### config.mk
export PLATFORM = sky130hd
export DESIGN_NAME = dxt_block_decoder
export DESIGN_NICKNAME = d
export VERILOG_FILES = /design/src/hdl/dxtd_pkg.sv /design/src/hdl/dxtd_front.sv /design/src/hdl/dxtd_fifo.sv /design/src/hdl/dxtd_back.sv /design/src/hdl/dxt_block_decoder.sv
export SDC_FILE = /design/constraint.sdc
export NUM_CORES = 2
export LEC_CHECK = 0
export ABC_AREA = 1
export BUFFER_PORTS_ARGS = -buffer_cell sky130_fd_sc_hd__clkbuf_2
export CAP_MARGIN = 20
export CORE_UTILIZATION = 45
export DETAILED_ROUTE_END_ITERATION = 16
export HOLD_SLACK_MARGIN = 0.1
export PLACE_DENSITY = 0.67
export SETUP_SLACK_MARGIN = 0.15
export SYNTH_ARGS = -nofsm -noshare
export SYNTH_HDL_FRONTEND = slang
export SYNTH_SLANG_ARGS = --single-unit
### constraint.sdc
create_clock -name i_clk -period 10.9 [get_ports i_clk]
set_input_delay 1.635 -clock i_clk [delete_from_list [all_inputs] [get_ports i_clk]]
set_output_delay 1.635 -clock i_clk [all_outputs]
set_load 0.02 [all_outputs]
### src/hdl/dxtd_pkg.sv
// Shared types, codes and arithmetic helpers for the DXT block decoder.
// No dependencies; every other file in hdl imports this package.
package dxtd_pkg;

    localparam logic [1:0] FMT_DXT1 = 2'd0;
    localparam logic [1:0] FMT_DXT3 = 2'd1;

    localparam int QUEUE_DEPTH = 2;

    typedef enum logic [1:0] {
        ALPHA_PALETTE,
        ALPHA_EXPLICIT,
        ALPHA_RAMP
    } t_alpha_mode;

    typedef struct packed {
        logic [1:0]  format;
        logic [13:0] width;
        logic [13:0] height;
    } t_cfg;

    typedef struct packed {
        logic [3:0][31:0] pal;
        logic [7:0][7:0]  ramp;
        t_alpha_mode      alpha_mode;
        logic [63:0]      alpha_bits;
        logic [31:0]      color_idx;
        logic [3:0]       col_mask;
        logic [3:0]       row_ok;
        logic [12:0]      pixel_x;
        logic [12:0]      base_y;
        logic             image_last;
    } t_block_entry;

    // RGB565 to 8-bit channels by bit replication, R in the lowest byte.
    function automatic logic [23:0] expand565(input logic [15:0] c);
        logic [4:0] r;
        logic [5:0] g;
        logic [4:0] b;
        r = c[15:11];
        g = c[10:5];
        b = c[4:0];
        return {b, b[4:2], g, g[5:4], r, r[4:2]};
    endfunction

    // Quotients by reciprocal multiplication, exact over the numerator ranges used.
    function automatic logic [7:0] div3(input logic [9:0] x);
        logic [19:0] p;
        p = 20'(x) * 20'd683;
        return p[18:11];
    endfunction

    function automatic logic [7:0] div7(input logic [10:0] x);
        logic [23:0] p;
        p = 24'(x) * 24'd4682;
        return p[22:15];
    endfunction

    function automatic logic [7:0] div5(input logic [10:0] x);
        logic [23:0] p;
        p = 24'(x) * 24'd6554;
        return p[22:15];
    endfunction

endpackage

### src/hdl/dxtd_front.sv
// Front end: accepts compressed blocks, tracks the block position and builds
// the colour palette and alpha ramp. Depends on dxtd_pkg.
module dxtd_front
    import dxtd_pkg::*;
#(
    parameter int MAX_DIMENSION = 8192
) (
    input  logic         i_clk,
    input  logic         i_rst_n,
    input  t_cfg         i_cfg,
    input  logic         i_valid,
    output logic         o_ready,
    input  logic [127:0] i_data,
    output logic         o_push,
    output t_block_entry o_entry,
    input  logic         i_full
);

    logic [10:0]      r_col;
    logic [10:0]      r_row;
    logic             r_s1_valid;
    logic [2:0][7:0]  r_e0;
    logic [2:0][7:0]  r_e1;
    logic [2:0][7:0]  r_mid;
    logic [2:0][9:0]  r_n2;
    logic [2:0][9:0]  r_n3;
    logic             r_punch;
    logic [7:0]       r_a0;
    logic [7:0]       r_a1;
    logic             r_ramp7;
    logic [5:0][10:0] r_rnum;
    logic [31:0]      r_idx;
    logic [63:0]      r_abits;
    t_alpha_mode      r_mode;
    logic [3:0]       r_col_mask;
    logic [3:0]       r_row_ok;
    logic [12:0]      r_pixel_x;
    logic [12:0]      r_base_y;
    logic             r_image_last;

    logic             w_accept;
    logic [63:0]      w_abits;
    logic [63:0]      w_cbits;
    logic [2:0][7:0]  w_e0;
    logic [2:0][7:0]  w_e1;
    logic [2:0][7:0]  w_mid;
    logic [2:0][9:0]  w_n2;
    logic [2:0][9:0]  w_n3;
    logic [5:0][10:0] w_rnum;
    logic             w_ramp7;
    logic             w_punch;
    t_alpha_mode      w_mode;
    logic [13:0]      w_w;
    logic [13:0]      w_h;
    logic [12:0]      w_bw;
    logic [12:0]      w_bh;
    logic             w_last_col;
    logic             w_last_row;
    logic [12:0]      w_x0;
    logic [12:0]      w_y0;
    logic [3:0]       w_col_mask;
    logic [3:0]       w_row_ok;
    logic [10:0]      n_col;
    logic [10:0]      n_row;

    assign o_push   = r_s1_valid && !i_full;
    assign o_ready  = !r_s1_valid || !i_full;
    assign w_accept = i_valid && o_ready;
    assign w_abits  = i_data[63:0];
    assign w_cbits  = i_data[127:64];

    always_comb begin
        logic [14:0] max_dim;
        logic [14:0] sum_w;
        logic [14:0] sum_h;
        max_dim = 15'(MAX_DIMENSION);
        if (i_cfg.width == 14'd0) begin
            w_w = 14'd1;
        end else if ({1'b0, i_cfg.width} > max_dim) begin
            w_w = max_dim[13:0];
        end else begin
            w_w = i_cfg.width;
        end
        if (i_cfg.height == 14'd0) begin
            w_h = 14'd1;
        end else if ({1'b0, i_cfg.height} > max_dim) begin
            w_h = max_dim[13:0];
        end else begin
            w_h = i_cfg.height;
        end
        sum_w      = {1'b0, w_w} + 15'd3;
        sum_h      = {1'b0, w_h} + 15'd3;
        w_bw       = sum_w[14:2];
        w_bh       = sum_h[14:2];
        w_last_col = ({2'b00, r_col} + 13'd1) >= w_bw;
        w_last_row = ({2'b00, r_row} + 13'd1) >= w_bh;
        w_x0       = {r_col, 2'b00};
        w_y0       = {r_row, 2'b00};
        for (int k = 0; k < 4; k++) begin
            w_col_mask[k] = ({1'b0, w_x0} + 14'(k)) < w_w;
            w_row_ok[k]   = ({1'b0, w_y0} + 14'(k)) < w_h;
        end
        if (w_last_col) begin
            n_col = 11'd0;
            n_row = w_last_row ? 11'd0 : r_row + 11'd1;
        end else begin
            n_col = r_col + 11'd1;
            n_row = r_row;
        end
    end

    always_comb begin
        logic [8:0] sum;
        w_e0    = expand565(w_cbits[15:0]);
        w_e1    = expand565(w_cbits[31:16]);
        w_punch = (i_cfg.format == FMT_DXT1) && (w_cbits[15:0] <= w_cbits[31:16]);
        for (int ch = 0; ch < 3; ch++) begin
            w_n2[ch]  = {1'b0, w_e0[ch], 1'b0} + {2'b00, w_e1[ch]} + 10'd1;
            w_n3[ch]  = {2'b00, w_e0[ch]} + {1'b0, w_e1[ch], 1'b0} + 10'd1;
            sum       = {1'b0, w_e0[ch]} + {1'b0, w_e1[ch]};
            w_mid[ch] = sum[8:1];
        end
        w_ramp7 = w_abits[7:0] > w_abits[15:8];
        for (int j = 0; j < 6; j++) begin
            if (w_ramp7) begin
                w_rnum[j] = 11'(6 - j) * {3'b000, w_abits[7:0]}
                          + 11'(j + 1) * {3'b000, w_abits[15:8]} + 11'd3;
            end else if (j < 4) begin
                w_rnum[j] = 11'(4 - j) * {3'b000, w_abits[7:0]}
                          + 11'(j + 1) * {3'b000, w_abits[15:8]} + 11'd2;
            end else begin
                w_rnum[j] = 11'd0;
            end
        end
        case (i_cfg.format)
            FMT_DXT1: w_mode = ALPHA_PALETTE;
            FMT_DXT3: w_mode = ALPHA_EXPLICIT;
            default:  w_mode = ALPHA_RAMP;
        endcase
    end

    always_ff @(posedge i_clk) begin
        if (!i_rst_n) begin
            r_s1_valid <= 1'b0;
            r_col      <= 11'd0;
            r_row      <= 11'd0;
        end else begin
            if (w_accept) begin
                r_s1_valid <= 1'b1;
                r_col      <= n_col;
                r_row      <= n_row;
            end else if (o_push) begin
                r_s1_valid <= 1'b0;
            end
        end
    end

    always_ff @(posedge i_clk) begin
        if (w_accept) begin
            r_e0         <= w_e0;
            r_e1         <= w_e1;
            r_mid        <= w_mid;
            r_n2         <= w_n2;
            r_n3         <= w_n3;
            r_punch      <= w_punch;
            r_a0         <= w_abits[7:0];
            r_a1         <= w_abits[15:8];
            r_ramp7      <= w_ramp7;
            r_rnum       <= w_rnum;
            r_idx        <= w_cbits[63:32];
            r_abits      <= w_abits;
            r_mode       <= w_mode;
            r_col_mask   <= w_col_mask;
            r_row_ok     <= w_row_ok;
            r_pixel_x    <= w_x0;
            r_base_y     <= w_y0;
            r_image_last <= w_last_col && w_last_row;
        end
    end

    always_comb begin
        logic [2:0][7:0] d2;
        logic [2:0][7:0] d3;
        for (int ch = 0; ch < 3; ch++) begin
            d2[ch] = div3(r_n2[ch]);
            d3[ch] = div3(r_n3[ch]);
        end
        o_entry.pal[0] = {8'hFF, r_e0};
        o_entry.pal[1] = {8'hFF, r_e1};
        o_entry.pal[2] = {8'hFF, (r_punch ? r_mid : d2)};
        o_entry.pal[3] = r_punch ? 32'd0 : {8'hFF, d3};
        o_entry.ramp[0] = r_a0;
        o_entry.ramp[1] = r_a1;
        for (int j = 0; j < 6; j++) begin
            if (r_ramp7) begin
                o_entry.ramp[j + 2] = div7(r_rnum[j]);
            end else if (j < 4) begin
                o_entry.ramp[j + 2] = div5(r_rnum[j]);
            end else if (j == 4) begin
                o_entry.ramp[j + 2] = 8'h00;
            end else begin
                o_entry.ramp[j + 2] = 8'hFF;
            end
        end
        o_entry.alpha_mode = r_mode;
        o_entry.alpha_bits = r_abits;
        o_entry.color_idx  = r_idx;
        o_entry.col_mask   = r_col_mask;
        o_entry.row_ok     = r_row_ok;
        o_entry.pixel_x    = r_pixel_x;
        o_entry.base_y     = r_base_y;
        o_entry.image_last = r_image_last;
    end

endmodule

### src/hdl/dxtd_fifo.sv
// Short queue of decoded block descriptors between the front and back ends.
// Depends on dxtd_pkg for the entry type and depth.
module dxtd_fifo
    import dxtd_pkg::*;
(
    input  logic         i_clk,
    input  logic         i_rst_n,
    input  logic         i_push,
    input  t_block_entry i_data,
    output logic         o_full,
    input  logic         i_pop,
    output t_block_entry o_data,
    output logic         o_empty
);

    localparam int PTR_W = (QUEUE_DEPTH > 1) ? $clog2(QUEUE_DEPTH) : 1;
    localparam int CNT_W = $clog2(QUEUE_DEPTH + 1);

    t_block_entry r_mem [QUEUE_DEPTH];
    logic [PTR_W-1:0] r_wr_ptr;
    logic [PTR_W-1:0] r_rd_ptr;
    logic [CNT_W-1:0] r_count;

    assign o_full  = r_count == CNT_W'(QUEUE_DEPTH);
    assign o_empty = r_count == '0;
    assign o_data  = r_mem[r_rd_ptr];

    always_ff @(posedge i_clk) begin
        if (!i_rst_n) begin
            r_wr_ptr <= '0;
            r_rd_ptr <= '0;
            r_count  <= '0;
        end else begin
            if (i_push) begin
                r_wr_ptr <= (r_wr_ptr == PTR_W'(QUEUE_DEPTH - 1)) ? '0 : r_wr_ptr + 1'b1;
            end
            if (i_pop) begin
                r_rd_ptr <= (r_rd_ptr == PTR_W'(QUEUE_DEPTH - 1)) ? '0 : r_rd_ptr + 1'b1;
            end
            if (i_push && !i_pop) begin
                r_count <= r_count + 1'b1;
            end else if (i_pop && !i_push) begin
                r_count <= r_count - 1'b1;
            end
        end
    end

    always_ff @(posedge i_clk) begin
        if (i_push) begin
            r_mem[r_wr_ptr] <= i_data;
        end
    end

endmodule

### src/hdl/dxtd_back.sv
// Back end: walks each queued block row by row and registers one row of four
// RGBA texels with its position per cycle while not stalled. Depends on dxtd_pkg.
module dxtd_back
    import dxtd_pkg::*;
(
    input  logic             i_clk,
    input  logic             i_rst_n,
    input  t_block_entry     i_entry,
    input  logic             i_entry_valid,
    output logic             o_pop,
    input  logic             i_ready,
    output logic             o_valid,
    output logic [3:0][31:0] o_texels,
    output logic [3:0]       o_edge_mask,
    output logic [12:0]      o_pixel_x,
    output logic [12:0]      o_pixel_y,
    output logic             o_block_done,
    output logic             o_image_done
);

    logic             r_valid;
    logic [1:0]       r_row;
    logic [3:0][31:0] r_texels;
    logic [3:0]       r_edge_mask;
    logic [12:0]      r_pixel_x;
    logic [12:0]      r_pixel_y;
    logic             r_block_done;
    logic             r_image_done;

    logic             w_load;
    logic [3:0][31:0] n_texels;

    assign w_load = !r_valid || i_ready;
    assign o_pop  = w_load && i_entry_valid && (r_row == 2'd3);

    always_comb begin
        logic [3:0]  t;
        logic [1:0]  ci;
        logic [3:0]  nib;
        logic [5:0]  apos;
        logic [2:0]  ai;
        logic [31:0] texel;
        for (int k = 0; k < 4; k++) begin
            t     = {r_row, 2'(k)};
            ci    = i_entry.color_idx[{t, 1'b0} +: 2];
            texel = i_entry.pal[ci];
            nib   = i_entry.alpha_bits[{t, 2'b00} +: 4];
            apos  = 6'd16 + 6'(t) * 6'd3;
            ai    = i_entry.alpha_bits[apos +: 3];
            case (i_entry.alpha_mode)
                ALPHA_EXPLICIT: n_texels[k] = {nib, nib, texel[23:0]};
                ALPHA_RAMP:     n_texels[k] = {i_entry.ramp[ai], texel[23:0]};
                default:        n_texels[k] = texel;
            endcase
        end
    end

    always_ff @(posedge i_clk) begin
        if (!i_rst_n) begin
            r_valid <= 1'b0;
            r_row   <= 2'd0;
        end else if (w_load) begin
            r_valid <= i_entry_valid;
            if (i_entry_valid) begin
                r_row <= r_row + 2'd1;
            end
        end
    end

    always_ff @(posedge i_clk) begin
        if (w_load && i_entry_valid) begin
            r_texels     <= n_texels;
            r_edge_mask  <= i_entry.row_ok[r_row] ? i_entry.col_mask : 4'd0;
            r_pixel_x    <= i_entry.pixel_x;
            r_pixel_y    <= {i_entry.base_y[12:2], r_row};
            r_block_done <= r_row == 2'd3;
            r_image_done <= (r_row == 2'd3) && i_entry.image_last;
        end
    end

    assign o_valid      = r_valid;
    assign o_texels     = r_texels;
    assign o_edge_mask  = r_edge_mask;
    assign o_pixel_x    = r_pixel_x;
    assign o_pixel_y    = r_pixel_y;
    assign o_block_done = r_block_done;
    assign o_image_done = r_image_done;

    a_image_done_on_last_row: assert property (@(posedge i_clk) disable iff (!i_rst_n)
        r_valid && r_image_done |-> r_block_done)
        else $error("image end flagged on a row that does not end its block");

    a_last_row_position: assert property (@(posedge i_clk) disable iff (!i_rst_n)
        r_valid && r_block_done |-> r_pixel_y[1:0] == 2'b11)
        else $error("block end flagged away from the fourth row");

    a_rows_follow: assert property (@(posedge i_clk) disable iff (!i_rst_n)
        r_valid && i_ready && !r_block_done |=>
            r_valid && r_pixel_y == $past(r_pixel_y) + 13'd1
            && r_pixel_x == $past(r_pixel_x))
        else $error("next row of a block did not follow at once");

endmodule

### src/hdl/dxt_block_decoder.sv
// Top level of the S3TC/DXT block decoder: register port, front end, queue
// and back end. Depends on dxtd_pkg, dxtd_front, dxtd_fifo and dxtd_back.
//
//  Channel   Direction  Width  Contents
//  s_axis    in         128    one compressed 4x4 block per request
//  m_axis    out        160    one row of four RGBA texels with position
//  apb       in/out     32     block_format, image_width, image_height
//
// A block leaves the output as its four rows, one row per cycle while the output is
// not stalled; the single output row register sets the sustained block rate.
// An accepted block passes the front-end register and the queue before its first row is valid.
// Reset is synchronous: block counters clear, format 0, width and height 4.
// Stalls on the output fill a two-entry queue before the input stalls.
module dxt_block_decoder
    import dxtd_pkg::*;
#(
    parameter int MAX_DIMENSION = 8192
) (
    input  logic         i_clk,
    input  logic         i_rst_n,
    input  logic         s_axis_tvalid,
    output logic         s_axis_tready,
    input  logic [127:0] s_axis_tdata,  // alpha_bits, color_bits
    output logic         m_axis_tvalid,
    input  logic         m_axis_tready,
    output logic [159:0] m_axis_tdata,  // texel_0..3, edge_mask, pixel_x, pixel_y, zeros
    output logic         m_axis_tlast,
    output logic         m_axis_tuser,  // image_done
    input  logic         psel,
    input  logic         penable,
    input  logic         pwrite,
    input  logic [3:0]   paddr,
    input  logic [31:0]  pwdata,
    output logic [31:0]  prdata,
    output logic         pready
);

    localparam logic [1:0] REG_FORMAT = 2'd0;
    localparam logic [1:0] REG_WIDTH  = 2'd1;
    localparam logic [1:0] REG_HEIGHT = 2'd2;

    logic [1:0]       r_format;
    logic [13:0]      r_width;
    logic [13:0]      r_height;
    t_cfg             w_cfg;
    logic             w_push;
    logic             w_full;
    logic             w_pop;
    logic             w_empty;
    t_block_entry     w_wr_entry;
    t_block_entry     w_rd_entry;
    logic [3:0][31:0] w_texels;
    logic [3:0]       w_edge_mask;
    logic [12:0]      w_pixel_x;
    logic [12:0]      w_pixel_y;

    assign pready = 1'b1;

    always_ff @(posedge i_clk) begin
        if (!i_rst_n) begin
            r_format <= 2'd0;
            r_width  <= 14'd4;
            r_height <= 14'd4;
        end else if (psel && penable && pwrite) begin
            case (paddr[3:2])
                REG_FORMAT: r_format <= pwdata[1:0];
                REG_WIDTH:  r_width  <= pwdata[13:0];
                REG_HEIGHT: r_height <= pwdata[13:0];
                default: ;
            endcase
        end
    end

    always_comb begin
        case (paddr[3:2])
            REG_FORMAT: prdata = {30'd0, r_format};
            REG_WIDTH:  prdata = {18'd0, r_width};
            REG_HEIGHT: prdata = {18'd0, r_height};
            default:    prdata = 32'd0;
        endcase
    end

    assign w_cfg.format = r_format;
    assign w_cfg.width  = r_width;
    assign w_cfg.height = r_height;

    dxtd_front #(
        .MAX_DIMENSION(MAX_DIMENSION)
    ) u_front (
        .i_clk   (i_clk),
        .i_rst_n (i_rst_n),
        .i_cfg   (w_cfg),
        .i_valid (s_axis_tvalid),
        .o_ready (s_axis_tready),
        .i_data  (s_axis_tdata),
        .o_push  (w_push),
        .o_entry (w_wr_entry),
        .i_full  (w_full)
    );

    dxtd_fifo u_fifo (
        .i_clk   (i_clk),
        .i_rst_n (i_rst_n),
        .i_push  (w_push),
        .i_data  (w_wr_entry),
        .o_full  (w_full),
        .i_pop   (w_pop),
        .o_data  (w_rd_entry),
        .o_empty (w_empty)
    );

    dxtd_back u_back (
        .i_clk         (i_clk),
        .i_rst_n       (i_rst_n),
        .i_entry       (w_rd_entry),
        .i_entry_valid (!w_empty),
        .o_pop         (w_pop),
        .i_ready       (m_axis_tready),
        .o_valid       (m_axis_tvalid),
        .o_texels      (w_texels),
        .o_edge_mask   (w_edge_mask),
        .o_pixel_x     (w_pixel_x),
        .o_pixel_y     (w_pixel_y),
        .o_block_done  (m_axis_tlast),
        .o_image_done  (m_axis_tuser)
    );

    assign m_axis_tdata = {2'b00, w_pixel_y, w_pixel_x, w_edge_mask, w_texels};

endmodule

---- After elaboration in Yosys (flattened, before gate mapping) ----
Memories as Yosys holds them, arrays and structs flattened. A register that Yosys moved wholly into a read port is not among the register bits.
Index checks and enable logic that the tools add are counted.
word-level totals
  flip-flop bits (word level) ............. 565
  RAM bits ................................ 594
  input port bits ......................... 171
  output and inout port bits .............. 197
  memories kept ........................... 1
memories
  memory        words  width  read ports  clocked after memory_dff  write ports  RTL line         text
  u_fifo.r_mem  2      297    1           1                         1            dxtd_fifo.sv:19  t_block_entry r_mem [QUEUE_DEPTH];
operators by class
  add/subtract/negate cells ............... 56
  multiply operators ...................... 26
  $lt $le $gt $ge ......................... 23
  equal/unequal tests ..................... 7
  shift-type cells ........................ 12
  mux-type cells .......................... 52
  bitwise gates (word level) .............. 1
  reductions and logical operators ........ 31
operators with widths
  operator                count
  $bmux 32 s2             4
  $pmux 32 s2             4
  $shiftx 64x7->3         4
  $shiftx 64x7->4         4
  $mul 11x12->22 const B  10
  $mux 32                 5
  $shiftx 32x6->2         4
  $mul 10x10->19 const B  6
  $add 11x2->11 const B   10
  $bmux 8 s3              4
  $lt 14x14->1            6
  $mux 8                  10
  $mux 11                 6
  $add 10x1->10 const B   6
  $add 13x2->14 const B   4
  $mux 14                 4
  $pmux 14 s3             1
  $mul 2x8->10 const A    4
  $add 14x2->15 const B   2
  $add 8x9->10            3
  $add 9x8->10            3
  $add 13x1->14 const B   2
  $gt 14x14->1 const B    2
  $logic_not 14->1        2
  other kinds (40)        98

---- Depth between registers and ports, before layout ----
  depth after elaboration ................. 7
  mapped depth ............................ 24
  depth with buffers taken out ............ 23

---- By module ----
From an unflattened synthesis, not the netlist that was laid out.
second synthesis, totals
  cell total of the unflattened synthesis .. 10116
  area, all modules ....................... 93654.8 um2
by module, submodules not included
  module             instances  cells each  area an instance (um2)  sequential area each (um2)
  dxtd_front         1          6717        54273.3                 9829.4
  dxtd_fifo          1          1046        23842.9                 19618.8
  dxtd_back          1          2098        13893.3                 4864.7
  dxt_block_decoder  1          255         1645.3                  600.6

---- Worst setup path after synthesis ----
OpenSTA, ideal clock, no wires.
  kind .................................... flip-flop to flip-flop
  start ................................... register u_fifo.r_count[1]
  end ..................................... memory u_fifo.r_mem[1][0] (netlist name) (enable)
  library setup time ...................... 884 ps
  data arrival time ....................... 11225 ps
  data required time ...................... 10016 ps
  path slack .............................. -1208 ps
  stages on the path, launching flop included .. 4
  buffers on the path ..................... 0
  period minus slack after synthesis ...... 12108 ps
  path through ............................ dfxtp_1 > inv_1 > o21ai_0 > nor2_1
between the ends
  longest elaborated chain between the ends .. 5
RTL lines
  element                       RTL line          text
  start, declared               dxtd_fifo.sv:22   logic [CNT_W-1:0] r_count;
  start signal, assigned        dxtd_fifo.sv:41   r_count <= r_count + 1'b1;
  start signal, assigned        dxtd_fifo.sv:43   r_count <= r_count - 1'b1;
  $eq 2x2->1                    dxtd_fifo.sv:24   assign o_full = r_count == CNT_W'(QUEUE_DEPTH);
  $logic_not 1->1               dxtd_front.sv:66  assign o_push = r_s1_valid && !i_full;
  $logic_and 1x1->1             dxtd_front.sv:66
  $mux 1                        dxtd_fifo.sv:49   if (i_push) begin
  $mux 1 (implied by the code)  dxtd_fifo.sv:50   r_mem[r_wr_ptr] <= i_data;
  end, declared                 dxtd_fifo.sv:19
Every way passes these cells.

==> results.md <==
* Outcome: finished, violations left
* Violated checks: DRC
* Tmin final at roughly 5.6 ns
* Resize count post-CTS at 0
* Via count of the first global-routing pass at just over 60,000
* Relative slew slack at between 20% and 30%
* Max-cap check violation count at 0
* PortBufs at 324
* Fin Setup TNS at 0 ns
* Tot GR Track Use at 24.26%
* Internal cell power at between 15 and 20 mW
* Largest net degree at the start of global routing at around 150
* Worst slew pin tran at approximately 1.1 ns
* Sequential fraction of the synthesis area at between 30% and 40%
* Commonest cells post-synth: 1,618 x nand2_1, 1,438 x inv_1, 1,244 x ha_1
* Final Net Count at approximately 11,000
* Initial antenna violation count at 24
* Final Slew Violations at 0
* Mean Syn Cell Area at between 9 and 10 um^2
* Root buffer cell: clkbuf_16
* Leakage at approximately 43 nW
* CTS H-tree depth at 3
* First-pass GRT wire length at between 300 and 400 mm
* Non-filler cells, final at approximately 12,000
* Die extent in x at roughly 430 um
* Vias at between 60,000 and 70,000
* Pre-antenna DRT Iters at 13
* Synth Flop Type: edfxtp_1
* Critical path endpoint category: register
* Synthesized area at 82,760 um^2
* Slowest CP cell: nand2_1
* FP Rows at between 150 and 200
* Critical-path cell list: clkinv_2 > ha_1 > buf_4 > inv_2 > nand3_1 > nand2_1 > nand2_1 > nand3_2 > nand2_1 > buf_4 > nand2_1 > nand3_1 > nand3_1 > nand3_1 > nand2_1 > nand2_1 > nand2_1
* Worst reg2reg path depth at 17
* Clock Pin Slew Worst Setup and Hold Paths at around 0.060 ns
* Reg2reg start: u_back.r_row[0]$_SDFFE_PN0P_
* Post-layout total power at approximately 30 mW
* Count leader, synth: nand2_1
* R2r setup slk at 5.33 ns
* Post-CTS Hold Buffers at 0
* Worst path max stage delay at 0.88 ns
* Clock Sink Count at between 1,000 and 1,500
* Reg power frac at between 15 and 20%
* Final hold violation count at 0
* Post-Synthesis Cells at slightly below 9,000
* Fin area at around 91,000 um^2
* Hold WC Path Type: reg -> reg
* Grt met3 use at 3.300%
* WL final at about 230 mm
* Power share of the clock group at between 10 and 15%
* Total gr overflow at 0
* I/O Pins at between 300 and 400
* Final setup viols at 0
* Final GP Congestion at ~0.95
* Placed insts at between 10,000 and 15,000
* Die footprint at 185,600 um^2
* Via density at between 5 and 6
* WHS Endpoint: u_fifo.r_mem[1][18]$_DFFE_PP_
* Post-DP HPWL at 172.7 mm
* Period utilization at between 50 and 60%
* Worst Hold Launch: u_front.r_pixel_x[8]$_DFFE_PP_
* Critical path class: reg -> reg
* Yosys reg bits at between 1,000 and 1,500
* Met1 Use GR at roughly a third
* Critical Path AT at approximately 6.1 ns
* Setup Fix Bufs, Post-CTS at 0
* Fraction of registers with async set/reset at 0%
* Worst-case clock skew at between 0.05 and 0.06 ns
* RSZ-0062 raised after global routing: no
* Critical Path Source: u_back.r_row[0]$_SDFFE_PN0P_
* Total CTS buffers at between 100 and 150
* Number of synthesized flops with an enable pin at 986
* GR Util met2 at roughly two fifths
* Sw Pwr at between 10 and 15 mW
* Dpl cell area at slightly below 90,000 um^2
* Synth top area share at between 30% and 40%
* GR peak layer: met2
* Crit-path max FO at 40
* Pwr dens at roughly 330 nW/um^2
* Hold path depth at 0
* Detailed-route DRC error count at 3
* Largest cells by area after synthesis: edfxtp_1 36%, ha_1 19%, fa_1 8.8%
* Netlist cell types at between 50 and 60
* Core area at roughly 180,000 um^2
* First DRT Iteration DRCs at just over 5,000
* Fmax at approximately 0.18 GHz
* Critical path startpoint category: register
* Dominant cell type by area after synthesis: edfxtp_1
* CTS Buffer Depth at 3
* Critical R2R Capture: u_back.o_texels[63]$_DFFE_PP_
* CTS tree: yes
* Area grow syn2layout at 9.567%
* Synth warnings at 0
* Most frequent CP cell: nand2_1
* Share of cells above drive strength 1 at under 10%
* Post-route ant nets at 0
* WL/cell at 19.53 um
* Max rail drop VDD at roughly 0.34 mV
* Starting Density at 45.25%
* Worst skew pair latency at 0.80 ns
* Comb power frac at between 60% and 70%
* Die Height at approximately 430 um
* Required time of the critical path at 11.39 ns
* Sw frac at between 40 and 50%
* Finished Core Util at between 40% and 50%
[logic make-up (layout without fill, tap and decap cells)]
group                      Yosys count  in the layout  synth area share [%]
DFF                               1047           1047                 37.25
muxes                               82             82                0.9918
and+or+nand+nor                   2828           2828                 14.32
AOI/OAI and AO/OA                 1353           1353                 9.162
xor gates and xnor gates           225            225                 2.381
adders and majority gates         1609           1609                 27.64
buffers and inverters             1707           2042                 8.252
other                                2             36              0.009074
[sequential cells by signal, summed over array words and instances, names as in the netlist, 13 cells and up, named ones only]
signal and cells:
r_height 14, u_fifo.r_mem 516, u_back.o_pixel_y 13, u_front.r_n2 30, u_front.r_mid 24, u_back.o_texels 128
u_front.r_rnum 65, r_width 14, u_front.o_entry 32, u_front.r_idx 32, u_front.r_abits 64, u_front.r_n3 30
[power groups by stage]
stage	clock network, mW	logic, mW	registers [mW]
final	4.09	20.1	5.92
after CTS	4.18	20.1	5.92
after floorplan	0	14.7	6.02
after global placement	0	19.4	5.98
after global routing	4.32	23.1	5.96
after detailed placement	0	19.9	6.00
[routing by layer]
layer / wire length, um / vias to the layer above
met3: 14660 / 380
li1: - / 30449
met5: 21 / -
met1: 100100 / 30198
met4: 7955 / 4
met2: 105600 / 2156
[area by class of cell]
cell class | count | area [um^2]
Fill cell | 16729 | 92210
Multi-Input combinational cell | 6120 | 45220
Sequential cell | 1047 | 30840
Inverter | 1461 | 5495
Tap cell | 2464 | 3083
Clock buffer | 126 | 2877
Timing Repair Buffer | 372 | 2032
Clock inverter | 83 | 1096
Antenna cell | 13 | 32.53
[cell usage in the layout, fill, tap and decap left out, types with 65 or more instances in the layout]
master,Yosys,layout
nand2_1,1618,1613
inv_1,1438,1437
ha_1,1244,1244
edfxtp_1,986,986
nand3_1,654,653
a21oi_1,583,582
o21ai_0,452,452
nor2_1,388,386
fa_1,365,365
clkbuf_2,0,324
xor2_1,149,149
clkbuf_16,0,113
mux2i_1,82,82
xnor2_1,76,76
nand4_1,65,65
[per-stage QoR]
| step | hold WS [ns] | setup WS [ns] |
|---|---|---|
| 4_1_cts | 0.4062 | 5.462 |
| 5_1_grt | 0.4173 | 5.101 |
| 6_report | 0.4137 | 5.327 |
| 3_3_place_gp | 0.4224 | 5.497 |
| 3_5_place_dp | 0.4304 | 5.475 |
| 2_1_floorplan | 0.4215 | 0.9748 |
[worst max path at each step]
stage,cells after the start,to
finish,17,u_back.o_texels[63]$_DFFE_PP_
global route,17,u_back.o_texels[63]$_DFFE_PP_
CTS,17,u_back.o_texels[63]$_DFFE_PP_
detailed placement,17,u_back.o_texels[63]$_DFFE_PP_
global placement,17,u_back.o_texels[63]$_DFFE_PP_
floorplan,6,u_front.r_row[5]$_SDFFE_PN0P_
[worst max-delay path: cells and delay by family, from the launching register on]
kind	cells	cell delay, ns
AND/OR/NAND/NOR	12	2.58
buffers and inverters	4	1.63
flip-flops	1	0.44
adder cells (fa/ha/maj)	1	0.51
No activity file was read; power rests on OpenSTA's default activity.
